File: config.mk
export PLATFORM = sky130hd
export DESIGN_NAME = touch_gesture_classifier
export DESIGN_NICKNAME = d
export VERILOG_FILES = /design/src/design/tgc_pkg.sv /design/src/design/tgc_classify.sv /design/src/design/tgc_engine.sv /design/src/design/touch_gesture_classifier.sv
export SDC_FILE = /design/constraint.sdc
export NUM_CORES = 1
export LEC_CHECK = 0
export BUFFER_PORTS_ARGS = -buffer_cell sky130_fd_sc_hd__buf_2
export CAP_MARGIN = 30
export CELL_PAD_IN_SITES_DETAIL_PLACEMENT = 0
export CELL_PAD_IN_SITES_GLOBAL_PLACEMENT = 1
export CORE_ASPECT_RATIO = 1.75
export CORE_UTILIZATION = 24
export CTS_BUF_LIST = sky130_fd_sc_hd__clkbuf_16
export CTS_CLUSTER_DIAMETER = 50
export DETAILED_ROUTE_END_ITERATION = 6
export GPL_TIMING_DRIVEN = 0
export PLACE_DENSITY = 0.55
export RECOVER_POWER = 50
export SYNTH_ARGS = -nofsm -noshare
export SYNTH_HDL_FRONTEND = slang
export SYNTH_SLANG_ARGS = --single-unit
File: constraint.sdc
create_clock -name clk -period 14.75 [get_ports clk]
set_input_delay 2.2125 -clock clk [delete_from_list [all_inputs] [get_ports clk]]
set_output_delay 2.2125 -clock clk [all_outputs]
set_load 0.005 [all_outputs]
File: src/design/tgc_pkg.sv
// ----------------------------------------------------------------------------
// tgc_pkg
// Shared types, constants and helpers for the touch gesture classifier.
// ----------------------------------------------------------------------------
`default_nettype none

package tgc_pkg;

  localparam int COORD_BITS = 12;
  localparam int TIME_BITS  = 32;
  localparam int MAG_BITS   = (COORD_BITS > 12) ? COORD_BITS : 12;

  localparam int CFG_INDEX_BITS = 3;
  localparam int CFG_DATA_BITS  = 16;

  typedef logic [COORD_BITS-1:0] coord_t;
  typedef logic [TIME_BITS-1:0]  time_t;
  typedef logic [MAG_BITS-1:0]   mag_t;
  typedef logic [2:0]            gesture_t;

  // Gesture codes
  localparam gesture_t G_TAP     = 3'd0;
  localparam gesture_t G_DOUBLE  = 3'd1;
  localparam gesture_t G_RIGHT   = 3'd2;
  localparam gesture_t G_LEFT    = 3'd3;
  localparam gesture_t G_DOWN    = 3'd4;
  localparam gesture_t G_UP      = 3'd5;
  localparam gesture_t G_RELEASE = 3'd6;

  // Operations and report kinds
  localparam logic       OP_REPORT = 1'b0;
  localparam logic       OP_TICK   = 1'b1;
  localparam logic [1:0] KIND_X    = 2'd0;
  localparam logic [1:0] KIND_Y    = 2'd1;
  localparam logic [1:0] KIND_KEY  = 2'd2;

  // Register indexes
  localparam logic [CFG_INDEX_BITS-1:0] REG_TAP_RADIUS    = 3'd0;
  localparam logic [CFG_INDEX_BITS-1:0] REG_DOUBLE_RADIUS = 3'd1;
  localparam logic [CFG_INDEX_BITS-1:0] REG_DOUBLE_WINDOW = 3'd2;
  localparam logic [CFG_INDEX_BITS-1:0] REG_TAP_MAX       = 3'd3;
  localparam logic [CFG_INDEX_BITS-1:0] REG_CONFIRM_DELAY = 3'd4;

  typedef struct packed {
    logic [11:0] tap_radius;
    logic [11:0] double_radius;
    logic [15:0] double_window_ms;
    logic [15:0] tap_max_ms;
    logic [15:0] confirm_delay_ms;
  } cfg_t;

  // Touch and tap history seen by the classifier at a release.
  typedef struct packed {
    coord_t start_x;
    coord_t start_y;
    coord_t end_x;
    coord_t end_y;
    time_t  now_ms;
    time_t  press_time;
    time_t  last_tap_time;
    coord_t last_tap_x;
    coord_t last_tap_y;
    logic   last_tap_valid;
  } cls_in_t;

  typedef struct packed {
    logic     is_tap;    // record this press as the last tap
    logic     arm;       // becomes the pending single tap, no result now
    gesture_t gesture;
  } cls_t;

  typedef struct packed {
    logic        valid;
    gesture_t    gesture;
    logic [11:0] pos_x;
    logic [11:0] pos_y;
  } res_t;

  function automatic coord_t abs_diff(coord_t a, coord_t b);
    return (a >= b) ? coord_t'(a - b) : coord_t'(b - a);
  endfunction

  function automatic coord_t coord_in(logic [11:0] v);
    return coord_t'(v);
  endfunction

  function automatic logic [11:0] coord_out(coord_t v);
    return 12'(v);
  endfunction

endpackage

`default_nettype wire

File: src/design/tgc_classify.sv
// ----------------------------------------------------------------------------
// tgc_classify
// Release classifier: tap, double tap, four-way swipe or plain release.
// ----------------------------------------------------------------------------
`default_nettype none

module tgc_classify (
  input  wire tgc_pkg::cfg_t    cfg,
  input  wire tgc_pkg::cls_in_t st,
  output tgc_pkg::cls_t         cls
);

  tgc_pkg::coord_t ax, ay, ddx, ddy;
  tgc_pkg::mag_t   ax_m, ay_m, ddx_m, ddy_m, r_m, dr_m;
  tgc_pkg::time_t  since, held;
  logic            is_tap, is_double, big;

  always_comb begin
    ax    = tgc_pkg::abs_diff(st.end_x, st.start_x);
    ay    = tgc_pkg::abs_diff(st.end_y, st.start_y);
    ddx   = tgc_pkg::abs_diff(st.last_tap_x, st.start_x);
    ddy   = tgc_pkg::abs_diff(st.last_tap_y, st.start_y);
    ax_m  = tgc_pkg::mag_t'(ax);
    ay_m  = tgc_pkg::mag_t'(ay);
    ddx_m = tgc_pkg::mag_t'(ddx);
    ddy_m = tgc_pkg::mag_t'(ddy);
    r_m   = tgc_pkg::mag_t'(cfg.tap_radius);
    dr_m  = tgc_pkg::mag_t'(cfg.double_radius);
    since = tgc_pkg::time_t'(st.press_time - st.last_tap_time);
    held  = tgc_pkg::time_t'(st.now_ms - st.press_time);

    // A release without any end position counts as a tap.
    is_tap = ((st.end_x == '0) && (st.end_y == '0)) || ((ax_m < r_m) && (ay_m < r_m));
    is_double = st.last_tap_valid
             && (since < tgc_pkg::time_t'(cfg.double_window_ms))
             && (ddx_m < dr_m) && (ddy_m < dr_m);
    big = (ax_m > r_m) || (ay_m > r_m);

    cls.is_tap  = is_tap;
    cls.arm     = 1'b0;
    cls.gesture = tgc_pkg::G_RELEASE;
    if (is_tap) begin
      if (is_double) begin
        cls.gesture = tgc_pkg::G_DOUBLE;
      end else if (held < tgc_pkg::time_t'(cfg.tap_max_ms)) begin
        cls.arm = 1'b1;
      end
    end else if (big) begin
      if ((st.end_x > st.start_x) && (ax > ay)) begin
        cls.gesture = tgc_pkg::G_RIGHT;
      end else if ((st.end_x < st.start_x) && (ax > ay)) begin
        cls.gesture = tgc_pkg::G_LEFT;
      end else if ((st.end_y > st.start_y) && (ay > ax)) begin
        cls.gesture = tgc_pkg::G_DOWN;
      end else if ((st.end_y < st.start_y) && (ay > ax)) begin
        cls.gesture = tgc_pkg::G_UP;
      end
    end
  end

endmodule

`default_nettype wire

File: src/design/tgc_engine.sv
// ----------------------------------------------------------------------------
// tgc_engine
// Touch state, millisecond clock and pending tap; one item per step.
// ----------------------------------------------------------------------------
`default_nettype none

module tgc_engine (
  input  wire logic          clk,
  input  wire logic          rst,
  input  wire logic          step,
  input  wire logic          operation,
  input  wire logic [1:0]    report_kind,
  input  wire logic [11:0]   report_value,
  input  wire tgc_pkg::cfg_t cfg,
  output tgc_pkg::res_t      res
);

  logic            pressed, pressed_next;
  tgc_pkg::coord_t start_x, start_x_next, start_y, start_y_next;
  tgc_pkg::coord_t end_x, end_x_next, end_y, end_y_next;
  tgc_pkg::time_t  now_ms, now_ms_next, press_time, press_time_next;
  tgc_pkg::time_t  last_tap_time, last_tap_time_next;
  tgc_pkg::coord_t last_tap_x, last_tap_x_next, last_tap_y, last_tap_y_next;
  logic            last_tap_valid, last_tap_valid_next;
  logic            tap_pending, tap_pending_next;
  tgc_pkg::time_t  pending_deadline, pending_deadline_next;
  tgc_pkg::coord_t pending_x, pending_x_next, pending_y, pending_y_next;

  tgc_pkg::cls_in_t cls_in;
  tgc_pkg::cls_t    cls;
  tgc_pkg::coord_t  val_c;
  logic [15:0]      delay;

  assign cls_in = '{
    start_x:        start_x,
    start_y:        start_y,
    end_x:          end_x,
    end_y:          end_y,
    now_ms:         now_ms,
    press_time:     press_time,
    last_tap_time:  last_tap_time,
    last_tap_x:     last_tap_x,
    last_tap_y:     last_tap_y,
    last_tap_valid: last_tap_valid
  };

  tgc_classify u_classify (
    .cfg (cfg),
    .st  (cls_in),
    .cls (cls)
  );

  always_comb begin
    val_c = tgc_pkg::coord_in(report_value);
    // A confirm delay of zero behaves as one tick.
    delay = (cfg.confirm_delay_ms != 16'd0) ? cfg.confirm_delay_ms : 16'd1;

    pressed_next          = pressed;
    start_x_next          = start_x;
    start_y_next          = start_y;
    end_x_next            = end_x;
    end_y_next            = end_y;
    now_ms_next           = now_ms;
    press_time_next       = press_time;
    last_tap_time_next    = last_tap_time;
    last_tap_x_next       = last_tap_x;
    last_tap_y_next       = last_tap_y;
    last_tap_valid_next   = last_tap_valid;
    tap_pending_next      = tap_pending;
    pending_deadline_next = pending_deadline;
    pending_x_next        = pending_x;
    pending_y_next        = pending_y;
    res                   = '0;

    if (operation == tgc_pkg::OP_TICK) begin
      now_ms_next = tgc_pkg::time_t'(now_ms + 1'b1);
      if (tap_pending && (now_ms_next == pending_deadline)) begin
        tap_pending_next = 1'b0;
        res.valid   = 1'b1;
        res.gesture = tgc_pkg::G_TAP;
        res.pos_x   = tgc_pkg::coord_out(pending_x);
        res.pos_y   = tgc_pkg::coord_out(pending_y);
      end
    end else begin
      case (report_kind)
        tgc_pkg::KIND_X: begin
          if (pressed) end_x_next = val_c;
          else         start_x_next = val_c;
        end
        tgc_pkg::KIND_Y: begin
          if (pressed) end_y_next = val_c;
          else         start_y_next = val_c;
        end
        tgc_pkg::KIND_KEY: begin
          if (!pressed && (report_value != 12'd0)) begin
            pressed_next    = 1'b1;
            press_time_next = now_ms;
            end_x_next      = '0;
            end_y_next      = '0;
          end else if (pressed && (report_value == 12'd0)) begin
            // Any release cancels an older pending tap.
            tap_pending_next = 1'b0;
            if (cls.is_tap) begin
              last_tap_time_next  = press_time;
              last_tap_x_next     = start_x;
              last_tap_y_next     = start_y;
              last_tap_valid_next = 1'b1;
            end
            if (cls.arm) begin
              tap_pending_next      = 1'b1;
              pending_deadline_next = tgc_pkg::time_t'(now_ms + tgc_pkg::time_t'(delay));
              pending_x_next        = start_x;
              pending_y_next        = start_y;
            end else begin
              res.valid   = 1'b1;
              res.gesture = cls.gesture;
              res.pos_x   = tgc_pkg::coord_out(start_x);
              res.pos_y   = tgc_pkg::coord_out(start_y);
            end
            pressed_next = 1'b0;
            start_x_next = '0;
            start_y_next = '0;
          end
        end
        default: begin
        end
      endcase
    end
  end

  always_ff @(posedge clk) begin
    if (rst) begin
      pressed          <= 1'b0;
      start_x          <= '0;
      start_y          <= '0;
      end_x            <= '0;
      end_y            <= '0;
      now_ms           <= '0;
      press_time       <= '0;
      last_tap_time    <= '0;
      last_tap_x       <= '0;
      last_tap_y       <= '0;
      last_tap_valid   <= 1'b0;
      tap_pending      <= 1'b0;
      pending_deadline <= '0;
      pending_x        <= '0;
      pending_y        <= '0;
    end else if (step) begin
      pressed          <= pressed_next;
      start_x          <= start_x_next;
      start_y          <= start_y_next;
      end_x            <= end_x_next;
      end_y            <= end_y_next;
      now_ms           <= now_ms_next;
      press_time       <= press_time_next;
      last_tap_time    <= last_tap_time_next;
      last_tap_x       <= last_tap_x_next;
      last_tap_y       <= last_tap_y_next;
      last_tap_valid   <= last_tap_valid_next;
      tap_pending      <= tap_pending_next;
      pending_deadline <= pending_deadline_next;
      pending_x        <= pending_x_next;
      pending_y        <= pending_y_next;
    end
  end

endmodule

`default_nettype wire

File: src/design/touch_gesture_classifier.sv
// ----------------------------------------------------------------------------
// touch_gesture_classifier
// Tap, double tap and swipe recognizer over touch reports and ms ticks.
// ----------------------------------------------------------------------------
// Path: an item is held in the input register, then its result, if any, is
// loaded into the result register.
// Throughput: one item per cycle while the result register is free or emptying;
// the single pass through the classifier and state update sets this figure.
// Reset: synchronous; clears all touch state, the ms clock, the pending tap
// and loads the registers with their default values.
`default_nettype none

module touch_gesture_classifier (
  input  wire logic                               clk,
  input  wire logic                               rst,
  input  wire logic                               in_valid,
  output logic                                    in_ready,
  input  wire logic                               operation,
  input  wire logic [1:0]                         report_kind,
  input  wire logic [11:0]                        report_value,
  output logic                                    out_valid,
  input  wire logic                               out_ready,
  output logic [2:0]                              gesture,
  output logic [11:0]                             pos_x,
  output logic [11:0]                             pos_y,
  input  wire logic                               cfg_we,
  input  wire logic [tgc_pkg::CFG_INDEX_BITS-1:0] cfg_index,
  input  wire logic [tgc_pkg::CFG_DATA_BITS-1:0]  cfg_data
);

  tgc_pkg::cfg_t cfg;
  tgc_pkg::res_t res;

  logic        item_valid;
  logic        item_op;
  logic [1:0]  item_kind;
  logic [11:0] item_value;
  logic        advance;

  // The held item moves on whenever the result register is free or emptying.
  assign advance  = item_valid && (!out_valid || out_ready);
  assign in_ready = !item_valid || advance;

  always_ff @(posedge clk) begin
    if (rst) begin
      cfg.tap_radius       <= 12'd20;
      cfg.double_radius    <= 12'd40;
      cfg.double_window_ms <= 16'd300;
      cfg.tap_max_ms       <= 16'd300;
      cfg.confirm_delay_ms <= 16'd200;
    end else if (cfg_we) begin
      case (cfg_index)
        tgc_pkg::REG_TAP_RADIUS:    cfg.tap_radius       <= cfg_data[11:0];
        tgc_pkg::REG_DOUBLE_RADIUS: cfg.double_radius    <= cfg_data[11:0];
        tgc_pkg::REG_DOUBLE_WINDOW: cfg.double_window_ms <= cfg_data;
        tgc_pkg::REG_TAP_MAX:       cfg.tap_max_ms       <= cfg_data;
        tgc_pkg::REG_CONFIRM_DELAY: cfg.confirm_delay_ms <= cfg_data;
        default: begin
        end
      endcase
    end
  end

  always_ff @(posedge clk) begin
    if (rst) begin
      item_valid <= 1'b0;
    end else if (in_ready) begin
      item_valid <= in_valid;
    end
  end

  always_ff @(posedge clk) begin
    if (in_valid && in_ready) begin
      item_op    <= operation;
      item_kind  <= report_kind;
      item_value <= report_value;
    end
  end

  tgc_engine u_engine (
    .clk          (clk),
    .rst          (rst),
    .step         (advance),
    .operation    (item_op),
    .report_kind  (item_kind),
    .report_value (item_value),
    .cfg          (cfg),
    .res          (res)
  );

  always_ff @(posedge clk) begin
    if (rst) begin
      out_valid <= 1'b0;
    end else if (advance && res.valid) begin
      out_valid <= 1'b1;
    end else if (out_ready) begin
      out_valid <= 1'b0;
    end
  end

  always_ff @(posedge clk) begin
    if (advance && res.valid) begin
      gesture <= res.gesture;
      pos_x   <= res.pos_x;
      pos_y   <= res.pos_y;
    end
  end

  a_code_range: assert property (@(posedge clk) disable iff (rst)
    out_valid |-> (gesture <= tgc_pkg::G_RELEASE))
    else $error("gesture code out of range");

  a_stall_blocks: assert property (@(posedge clk) disable iff (rst)
    (item_valid && out_valid && !out_ready) |-> !in_ready)
    else $error("input taken while held item cannot move");

  a_reset_clears: assert property (@(posedge clk)
    rst |=> (!out_valid && in_ready))
    else $error("reset did not clear the pipeline");

  a_load_on_advance: assert property (@(posedge clk) disable iff (rst)
    (!out_valid && !item_valid) |=> !out_valid)
    else $error("result appeared without an item");

endmodule

`default_nettype wire
Yosys cells after proc, flatten, opt, wreduce, memory -nomap -nowiden
Cells that the tools add are included.
{"block": "word_totals", "reg_bits": 343}
{"block": "op_classes", "muxes": 40, "n_addsub": 12, "reduce_logical": 50, "bitwise_logic": 2, "n_lt_le_gt_ge": 18, "eq_ne": 16}
{"cell": "$mux W28", "n": 6}
{"cell": "$mux W12", "n": 9}
{"cell": "$pmux W12 S2", "n": 4}
{"cell": "$sub A12 B12 Y12", "n": 8}
{"cell": "$gt A12 B12 Y1", "n": 6}
{"cell": "$lt A12 B12 Y1", "n": 6}
{"cell": "$lt A32 B16 Y1", "n": 2}
{"cell": "$sub A32 B32 Y32", "n": 2}
{"cell": "$ge A12 B12 Y1", "n": 4}
{"cell": "$logic_not A12 Y1", "n": 3}
{"cell": "$add A32 B1 Y32 const B", "n": 1}
{"cell": "$add A32 B16 Y32", "n": 1}
{"cell": "$eq A32 B32 Y1", "n": 1}
{"cell": "$reduce_and A6 Y1", "n": 4}
{"cell": "$mux W16", "n": 1}
{"cell": "$reduce_bool A16 Y1", "n": 1}
{"cell": "$logic_and A1 B1 Y1", "n": 15}
{"cell": "$mux W3", "n": 5}
{"cell": "$reduce_and A5 Y1", "n": 3}
{"cell": "$mux W1", "n": 13}
{"cell": "$reduce_and A2 Y1", "n": 6}
{"cell": "$reduce_bool A12 Y1", "n": 1}
{"cell": "$reduce_bool A2 Y1", "n": 6}
{"cell": "$ne A2 B1 Y1 const B", "n": 5}
{"cell": "13 further kinds", "n": 25}

Longest topological paths before layout
Gate-level depths: netlist of the first run.
{"block": "logic_depth", "depth_word": 17, "depth_mapped": 28}

By module
Synthesis of the first run repeated with hierarchy kept, for this count alone.
{"block": "unflattened", "hier_cells": 3074, "hier_area_um2": 25077.8}
{"mod": "tgc_engine", "cells_each": 1347, "area_per_inst_um2": 10886.7, "seq_area_each_um2": 4544.4, "n_inst": 1}
{"mod": "tgc_classify", "cells_each": 1408, "area_per_inst_um2": 9959.6, "seq_area_each_um2": 0.0, "n_inst": 1}
{"mod": "touch_gesture_classifier", "cells_each": 319, "area_per_inst_um2": 4231.6, "seq_area_each_um2": 2742.6, "n_inst": 1}

Least setup slack after synthesis of the first run
Ideal clock, no wire load.
{"block": "synth_timing", "path_type": "register to register", "startpoint": "register u_engine.start_x[1]", "endpoint": "register gesture[0] (enable)", "arrival_ns": 6.594, "path_buffers": 3, "setup_ns": 0.414, "synth_period_minus_slack_ns": 7.008, "path_stages_with_launch": 26, "setup_slack_ns": 7.742, "cell_sequence": "dfxtp_1 > inv_1 > fa_1 > a21o_1 > a21o_1 > a21oi_1 > o21ai_0 > a21oi_1 > o31a_1 > clkbuf_1 > clkbuf_1 > nand3b_1 > o21ai_0 > xnor2_1 > ha_1 > a211oi_1 > nor2_1 > o41ai_1 > o21ai_0 > nor4_1 > o221ai_1 > a2111oi_0 > nor4b_1 > a311oi_2 > buf_2 > o21ai_1"}
{"block": "synth_between", "elab_chain_cells": 13, "word_cells_on_any_way": 22, "classes_between": "add/sub (4); order compare (4); mux (9); reduce/logical (5)"}
{"item": "from (decl)", "line": "tgc_engine.sv:19", "source": "tgc_pkg::coord_t start_x, start_x_next, start_y, start_y_next;"}
{"item": "from (signal assigned)", "line": "tgc_engine.sv:150", "source": "start_x <= start_x_next;"}
{"item": "$sub A12 B12 Y12 / $ge A12 B12 Y1 (equally long branches)", "line": "tgc_pkg.sv:80", "source": "return (a >= b) ? coord_t'(a - b) : coord_t'(b - a);"}
{"item": "$mux W12", "line": "tgc_pkg.sv:80"}
{"item": "$lt A12 B12 Y1", "line": "tgc_classify.sv:36", "source": "&& (ddx_m < dr_m) && (ddy_m < dr_m);"}
{"item": "$logic_and A1 B1 Y1 (2 in series)", "line": "tgc_classify.sv:36"}
{"item": "$mux W1", "line": "tgc_classify.sv:43", "source": "if (is_double) begin"}
{"item": "$mux W1 *", "line": "tgc_classify.sv:42", "source": "if (is_tap) begin"}
{"item": "$mux W28 *", "line": "tgc_engine.sv:109", "source": "if (cls.arm) begin"}
{"item": "$mux W28 *", "line": "tgc_engine.sv:100", "source": "end else if (pressed && (report_value == 12'd0)) begin"}
{"item": "$mux W28 *", "line": "tgc_engine.sv:95", "source": "if (!pressed && (report_value != 12'd0)) begin"}
{"item": "$mux W28 *", "line": "tgc_engine.sv:85", "source": "case (report_kind)"}
{"item": "$mux W28 *", "line": "tgc_engine.sv:75", "source": "if (operation == tgc_pkg::OP_TICK) begin"}
{"item": "$logic_and A1 B1 Y1 *", "line": "touch_gesture_classifier.sv:102", "source": "if (advance && res.valid) begin"}
{"item": "to (signal assigned)", "line": "touch_gesture_classifier.sv:103", "source": "gesture <= res.gesture;"}
{"item": "to (decl)", "line": "touch_gesture_classifier.sv:23", "source": "output logic [2:0] gesture,"}
Mark *: on every way between the ends. The rest lies on a longest branch, timed or not.
A chain may end at the register's enable or synchronous reset.

Worst setup path in the final report of the first run
{"block": "layout_timing", "startpoint": "register u_engine.start_x[1]", "endpoint": "register pos_x[1] (enable)"}
{"block": "layout_between", "elab_chain_cells": 13, "word_cells_on_any_way": 22, "classes_between": "add/sub (4); order compare (4); mux (9); reduce/logical (5)"}
{"item": "$sub A12 B12 Y12 / $ge A12 B12 Y1 (equally long branches)", "line": "tgc_pkg.sv:80"}
{"item": "$mux W12", "line": "tgc_pkg.sv:80"}
{"item": "$lt A12 B12 Y1", "line": "tgc_classify.sv:36"}
{"item": "$logic_and A1 B1 Y1 (2 in series)", "line": "tgc_classify.sv:36"}
{"item": "$mux W1", "line": "tgc_classify.sv:43"}
{"item": "$mux W1 *", "line": "tgc_classify.sv:42"}
{"item": "$mux W28 *", "line": "tgc_engine.sv:109"}
{"item": "$mux W28 *", "line": "tgc_engine.sv:100"}
{"item": "$mux W28 *", "line": "tgc_engine.sv:95"}
{"item": "$mux W28 *", "line": "tgc_engine.sv:85"}
{"item": "$mux W28 *", "line": "tgc_engine.sv:75"}
{"item": "$logic_and A1 B1 Y1 *", "line": "touch_gesture_classifier.sv:102"}
{"item": "to (signal assigned)", "line": "touch_gesture_classifier.sv:104", "source": "pos_x <= res.pos_x;"}
{"item": "to (decl)", "line": "touch_gesture_classifier.sv:24", "source": "output logic [11:0] pos_x,"}
Marks and branches as above.

==> flow_metrics.tcl, run 1 <==
set metrics [dict create \
    vias 23000 \
    starting_density_of_the_core_pct 24.2 \
    seq_power_share_pct 39.0 \
    grt_max_degree 28 \
    cts_tree "done" \
    synth_top_cells_by_count "sky130_fd_sc_hd__nand2_1, sky130_fd_sc_hd__a21oi_1, sky130_fd_sc_hd__dfxtp_1, sky130_fd_sc_hd__ha_1, sky130_fd_sc_hd__inv_1" \
    grt.overflow.total 0 \
    synth_cells 3256 \
    clock_group_share_of_total_power_pct 42.9 \
    final_min_period_over_clock_period_pct 64.0 \
    die_h_um 432 \
    globalRouteTotalUtil_pct 20.0 \
    cts.hold.buffers_added 0 \
    cts.htree.levels 2 \
    cts_made_buffers 42 \
    report.final.setup_viol 0 \
    crit_path_max_incr_delay_ns 0.77 \
    power_per_cell_area_mw_per_mm2 86.1 \
    synth_fp_nets 3570 \
    post_cts_setup_buffer_count 0 \
    logic_gate_share_of_total_power_pct 18.2 \
    critical_path.endpoint_type "register" \
    slew_violations 0 \
    synthesis.area_mm2 0.0254 \
    timing.final.crit_period_ns 9.44 \
    netlist-cell-type-count 85 \
    drv.max_cap_violation_count 0 \
    crit_path_top_delay_cell "sky130_fd_sc_hd__dfxtp_1" \
    first_global_vias 23500 \
    criticalPathCategory "register to register" \
    synth_largest_area_cell "sky130_fd_sc_hd__dfxtp_1" \
    grt_first_pass_wirelength_um 155000 \
    design_area_mm2 0.0288 \
    viasPerCell 4.84 \
    floorplan.io_pins 68 \
    place_congestion 0.919 \
    postSynthRegisterBits 343 \
    timing.setup.tns_ns 0 \
    cp.required_ns 14.96 \
    r2r-end "pos_x[1]" \
    post-synth-top-area-fraction_pct 23.7 \
    worst_path_clk_slew_ns 0.06 \
    synthTopCellsByArea "sky130_fd_sc_hd__dfxtp_1, sky130_fd_sc_hd__ha_1, sky130_fd_sc_hd__nand2_1, sky130_fd_sc_hd__a21oi_1, sky130_fd_sc_hd__edfxtp_1" \
    cp.arrival_ns 9.65 \
    core-area_mm2 0.105 \
    die-area_mm2 0.107 \
    final_layout_size_suffix_gt1_share_pct 4.93 \
    ir_worst_vdd_mv 0.0806 \
    io_buffers 66 \
    cts-root-buf "sky130_fd_sc_hd__clkbuf_16" \
    startpoint_type "register" \
    yosys_warnings 0 \
    switching_share_pct 31.7 \
    hold_path_startpoint "cfg[57]" \
    rows 157 \
    regToRegStartpoint "u_engine.start_x[1]" \
    cts.repair.resized 0 \
    final.setup_skew_ns 0.0225 \
    outcome "finished, final reports clean" \
    reg2reg_setup_slack_ns 5.31 \
    fmaxAchievable_ghz 0.106 \
    report.final.hold_viol_count 0 \
    placedInstanceArea_mm2 0.0276 \
    holdPathStages 2 \
    drt-initial-drc-count 968 \
    worst_skew_pair.late_latency_ns 0.60 \
    min_path_type "register to register" \
    worst_pin_slew_ns 1.21 \
    slew-limit-headroom_pct 19.6 \
    count_of_flip_flops_with_a_built_in_enable_after_synthesis 42 \
    power.switching_w 0.000787 \
    cts_max_path_buffers 3 \
    cp_common_cell "sky130_fd_sc_hd__o21ai_0" \
    first_pass_iters 7 \
    fin_util_pct 27.6 \
    synth_most_common_cell "sky130_fd_sc_hd__nand2_1" \
    signed_area_change_from_the_synthesized_netlist_to_the_final_layout_pct 13.7 \
    tritoncts_num_sinks 343 \
    grt_antenna_before_repair 1 \
    total_of_fill_cells_in_the_finished_design 11500 \
    timing.reg2reg.worst_path_depth 25 \
    layout.nets 3689 \
    cellInternalPower_w 0.00170 \
    leakage_nw 11.8 \
    post-dp-hpwl_um 88900 \
    drc_viols 0 \
    worst_hold_path.endpoint "cfg[57]" \
    number_of_antenna_violating_nets_in_the_routed_design 0 \
    ys.flop_type "sky130_fd_sc_hd__dfxtp_1" \
    wirelength_um 107000 \
    post_drt_wl_per_cell_um 22.5 \
    unrepaired_setup_endpoints_after_global_routing "no" \
    worstPathMaxFanout 27 \
    async_flop_share_pct 0 \
    die_width_um 248 \
    synth_sequential_area_ratio_pct 28.7 \
    synth.avg_cell_area_um2 7.80 \
]
[stage by stage]
step	setup WS (ns)	std cells	total power [W]	hold WS, ns
6_report	5.31	4759	0.00248	0.456
5_1_grt	4.74	4759	0.00258	0.475
4_1_cts	5.10	4758	0.00252	0.459
3_5_place_dp	5.16	4682	0.00144	0.450
3_3_place_gp	3.64	4673	0.00143	0.444
2_1_floorplan	7.74	3256	0.00125	0.432
[cells in the final DEF, fill, tap and decap left out, drive strengths merged, types with 7 or more instances in the layout]
cell	Yosys	layout
o31ai	12	12
xnor2	97	97
inv	263	276
a21oi	313	313
or2	16	16
nor4	29	29
o221ai	8	8
and2	17	17
nand2b	26	26
mux2	32	32
mux2i	123	123
dfxtp	301	301
fa	11	11
o31a	9	9
a21o	64	64
nand4	55	55
o211ai	33	33
edfxtp	42	42
clkbuf	155	228
a211oi	23	23
a21boi	11	11
buf	23	68
nor2	257	257
nor3	99	99
nand2	434	434
xor2	67	67
and4	7	7
o21a	30	30
clkinv	0	16
a211o	8	8
o21bai	21	21
or3	33	33
o21ai	143	143
ha	264	264
and3	13	13
nor2b	62	62
a31oi	18	18
nand3	58	58
[worst max-delay path, delay by kind of cell, from the launching register on]
kind                     cells  cell delay (ns)
adder cells (fa/ha/maj)      2             0.80
flip-flops                   1             0.77
AO/OA/AOI/OAI               14             4.42
buffers and inverters        5             1.58
AND/OR/NAND/NOR              3             1.21
XOR/XNOR                     1             0.22
[logic make-up (layout without fill, tap and decap cells)]
group,after synthesis,count (layout),share of synthesized area (%)
XOR/XNOR,164,164,5.66
AND/OR/NAND/NOR,1128,1128,20.6
AO/OA/AOI/OAI,750,750,18.1
other,0,1,0
multiplexers,155,155,6.27
buffers and inverters,441,592,6.71
adder cells (fa/ha/maj),275,275,13.9
flip-flops,343,343,28.7
[worst max-delay path by stage]
stage / start / endpoint / slack (ns) / cells past startpoint
CTS: u_engine.start_x[1] / pos_y[6] / 5.10 / 25
finish: u_engine.start_x[1] / pos_x[1] / 5.31 / 25
global route: u_engine.start_x[1] / pos_x[2] / 4.74 / 25
detailed placement: u_engine.start_x[1] / pos_x[1] / 5.16 / 25
global placement: u_engine.start_x[1] / pos_x[0] / 3.64 / 24
floorplan: u_engine.start_x[1] / gesture[0] / 7.74 / 25
[power by group through the flow]
stage,sequential (W),clock (W),combinational [W]
after floorplan,0.000980,0,0.000266
after global routing,0.000968,0.00112,0.000489
after global placement,0.000989,0,0.000442
after detailed placement,0.000988,0,0.000455
final,0.000968,0.00106,0.000452
after CTS,0.000968,0.00110,0.000457
[final cells by class]
class | instances | area [um^2] | share of cell area [%]
repair buffers | 75 | 389 | 1.35
diodes | 1 | 2.50 | 0.00867
multi-input cells | 2472 | 16400 | 56.9
inverters | 263 | 987 | 3.42
clock buffers | 43 | 1080 | 3.73
flip-flops and latches | 343 | 7290 | 25.3
well taps | 1351 | 1690 | 5.86
plain buffers | 178 | 717 | 2.49
clock inverters | 33 | 297 | 1.03
[registers in the layout, summed over array words and instances, names as in the netlist, 2 cells and up]
| signal | cells |
|---|---|
| cfg | 72 |
| u_engine.last_tap_time | 32 |
| u_engine.now_ms | 32 |
| u_engine.pending_deadline | 32 |
| u_engine.press_time | 32 |
| item_value | 12 |
| pos_x | 12 |
| pos_y | 12 |
| u_engine.end_x | 12 |
| u_engine.end_y | 12 |
| u_engine.last_tap_x | 12 |
| u_engine.last_tap_y | 12 |
| u_engine.pending_x | 12 |
| u_engine.pending_y | 12 |
| u_engine.start_x | 12 |
| u_engine.start_y | 12 |
| gesture | 3 |
| item_kind | 2 |
[layer usage]
metal / routed length, um / track usage, % / vias to the layer above
li1: - / - / 11500
met1: 35300 / 17.9 / 10900
met2: 58600 / 39.1 / 401
met3: 2060 / 1.60 / 223
met4: 10900 / 17.2 / 0
met5: 0 / 0 / -
Note: power is estimated with default switching activity, not from simulation.
==> inputs of run 2 (changes only) <==
- clock period: 14.75 -> 9.8 ns (I/O delays scaled with it)
==> flow_metrics.tcl, run 2 (same netlist as run 1, synthesis figures left out) <==
set metrics [dict create \
    total_of_fill_cells_in_the_finished_design 11500 \
    unrepaired_setup_endpoints_after_global_routing "no" \
    starting_density_of_the_core_pct 24.2 \
    worst-path-buf-inv 5 \
    drv.max_cap_violation_count 0 \
    min_path_type "register to register" \
    die_width_um 248 \
    crit_path_max_incr_delay_ns 0.78 \
    leakage_nw 11.8 \
    startpoint_type "register" \
    number_of_antenna_violating_nets_in_the_routed_design 0 \
    fraction_of_met3_tracks_used_by_global_routing_pct 1.60 \
    critPathTopFamily "compound AO/OA/AOI/OAI gates" \
    floorplan.io_pins 68 \
    grtUsageMet2_pct 39.1 \
    globalRouteTotalUtil_pct 20.0 \
    cts_max_path_buffers 3 \
    grt.overflow.total 0 \
    cp.arrival_ns 9.26 \
    post-dp-hpwl_um 88900 \
    final_cell_mix "sky130_fd_sc_hd__nand2_1, sky130_fd_sc_hd__a21oi_1, sky130_fd_sc_hd__dfxtp_1" \
    tritoncts_num_sinks 343 \
    core-area_mm2 0.105 \
    sequential_cell_area_mm2 0.00729 \
    drc_viols 0 \
    final.setup_skew_ns 0.0224 \
    multi_input_logic_area_mm2 0.0164 \
    critical_path.endpoint_type "register" \
    die_h_um 432 \
    die-area_mm2 0.107 \
    post_drt_wl_per_cell_um 22.5 \
    cts.hold.buffers_added 0 \
    worst_path_clk_slew_ns 0.06 \
    report.final.hold_viol_count 0 \
    cts.repair.resized 0 \
    vias 23100 \
    grt_max_degree 28 \
    fmaxAchievable_ghz 0.111 \
    power_per_cell_area_mw_per_mm2 130 \
    worst_pin_slew_ns 1.22 \
    timing.final.crit_period_ns 9.03 \
    viasPerCell 4.84 \
    mostFrequentLayoutCell "sky130_fd_sc_hd__nand2_1" \
    cts-root-buf "sky130_fd_sc_hd__clkbuf_16" \
    final_layout_size_suffix_gt1_share_pct 4.96 \
    cts_made_buffers 42 \
    slew-limit-headroom_pct 18.8 \
    layout.nets 3690 \
    io_buffers 66 \
    rows 157 \
    criticalPathCategory "register to register" \
    hold-worst-slack_ns 0.456 \
    placed_cells_incl_taps 4682 \
    ir_worst_vdd_mv 0.121 \
    slew_violations 0 \
    post_cts_setup_buffer_count 0 \
    cp.required_ns 10.02 \
    largest-register "cfg" \
    gr-max-usage-layer "met2" \
    finish.cell_count_without_fillers 4760 \
    report.final.setup_viol 0 \
    cts.htree.levels 2 \
    place_congestion 0.919 \
    outcome "finished, final reports clean" \
    final_min_period_over_clock_period_pct 92.2 \
    worstPathMaxFanout 13 \
    first_pass_iters 5 \
    grt_first_pass_wirelength_um 155000 \
    signed_area_change_from_the_synthesized_netlist_to_the_final_layout_pct 13.7 \
    groute.layer.met1.usage_pct 17.9 \
    largest_register_ff_count 72 \
    wirelength_um 107000 \
    cp_common_cell "sky130_fd_sc_hd__o21ai_0" \
    crit_path_top_delay_cell "sky130_fd_sc_hd__dfxtp_1" \
    worst_skew_pair.late_latency_ns 0.60 \
    first_global_vias 23500 \
    drt-initial-drc-count 983 \
    grt_antenna_before_repair 1 \
    cts_tree "done" \
]
==> run 2: cell count changes in the layout (fill, tap and decap cells not counted) <==
cell | previous run | this run
sky130_fd_sc_hd__buf_2 | 55 | 54
sky130_fd_sc_hd__clkbuf_1 | 185 | 186
sky130_fd_sc_hd__nor4b_1 | 3 | 2
sky130_fd_sc_hd__nor4b_2 | 0 | 1
sky130_fd_sc_hd__o21ai_2 | 0 | 1
==> run 2: final timing paths <==
check | start | endpoint | slack (ns) | cells past startpoint
max | u_engine.start_x[1] | gesture[0] | 0.77 | 25
min reg2reg | cfg[57] | cfg[57] | 0.46 | 2
max reg2reg | u_engine.start_x[1] | gesture[0] | 0.77 | 25
min | cfg[57] | cfg[57] | 0.46 | 2
==> run 2: final cells by class <==
type                       instances  area share (%)
inverter                         263            3.42
buffer                           178            2.48
clock buffer                      43            3.73
sequential                       343            25.2
antenna                            1         0.00867
multi-input combinational       2473            56.9
timing repair buffer              75            1.34
clock inverter                    33            1.03
tap                             1351            5.86
==> run 2: layer usage <==
metal	up-vias	wire length (um)
met5	-	0
met2	397	58700
met1	10900	35300
met4	0	10900
met3	220	2100
li1	11500	-
==> run 2: worst min-delay path, cell delays in order, from the launching register on <==
cell	delay [ns]
sky130_fd_sc_hd__dfxtp_1	0.31
sky130_fd_sc_hd__nand2_1	0.05
sky130_fd_sc_hd__a21oi_1	0.05
==> run 2: power breakdown <==
group / total, W / internal (W) / leakage (nW) / switching [W]
sequential: 0.00146 / 0.00144 / 2.89 / 0.0000205
clock: 0.00161 / 0.000895 / 0.693 / 0.000711
combinational: 0.000681 / 0.000224 / 8.18 / 0.000458
==> run 2: through the flow <==
stage | TNS (ns) | setup slack, ns | utilization (%) | total power [W] | cell area [um^2]
CTS | 0 | 0.150 | 27.6 | 0.00379 | 28900
global placement | -35.44 | -1.31 | 26.2 | 0.00215 | 27400
floorplan | 0 | 2.79 | - | 0.00188 | 25400
global route | 0 | 0.215 | 27.6 | 0.00389 | 28900
detailed placement | 0 | 0.206 | 26.3 | 0.00217 | 27600
finish | 0 | 0.766 | 27.6 | 0.00374 | 28900
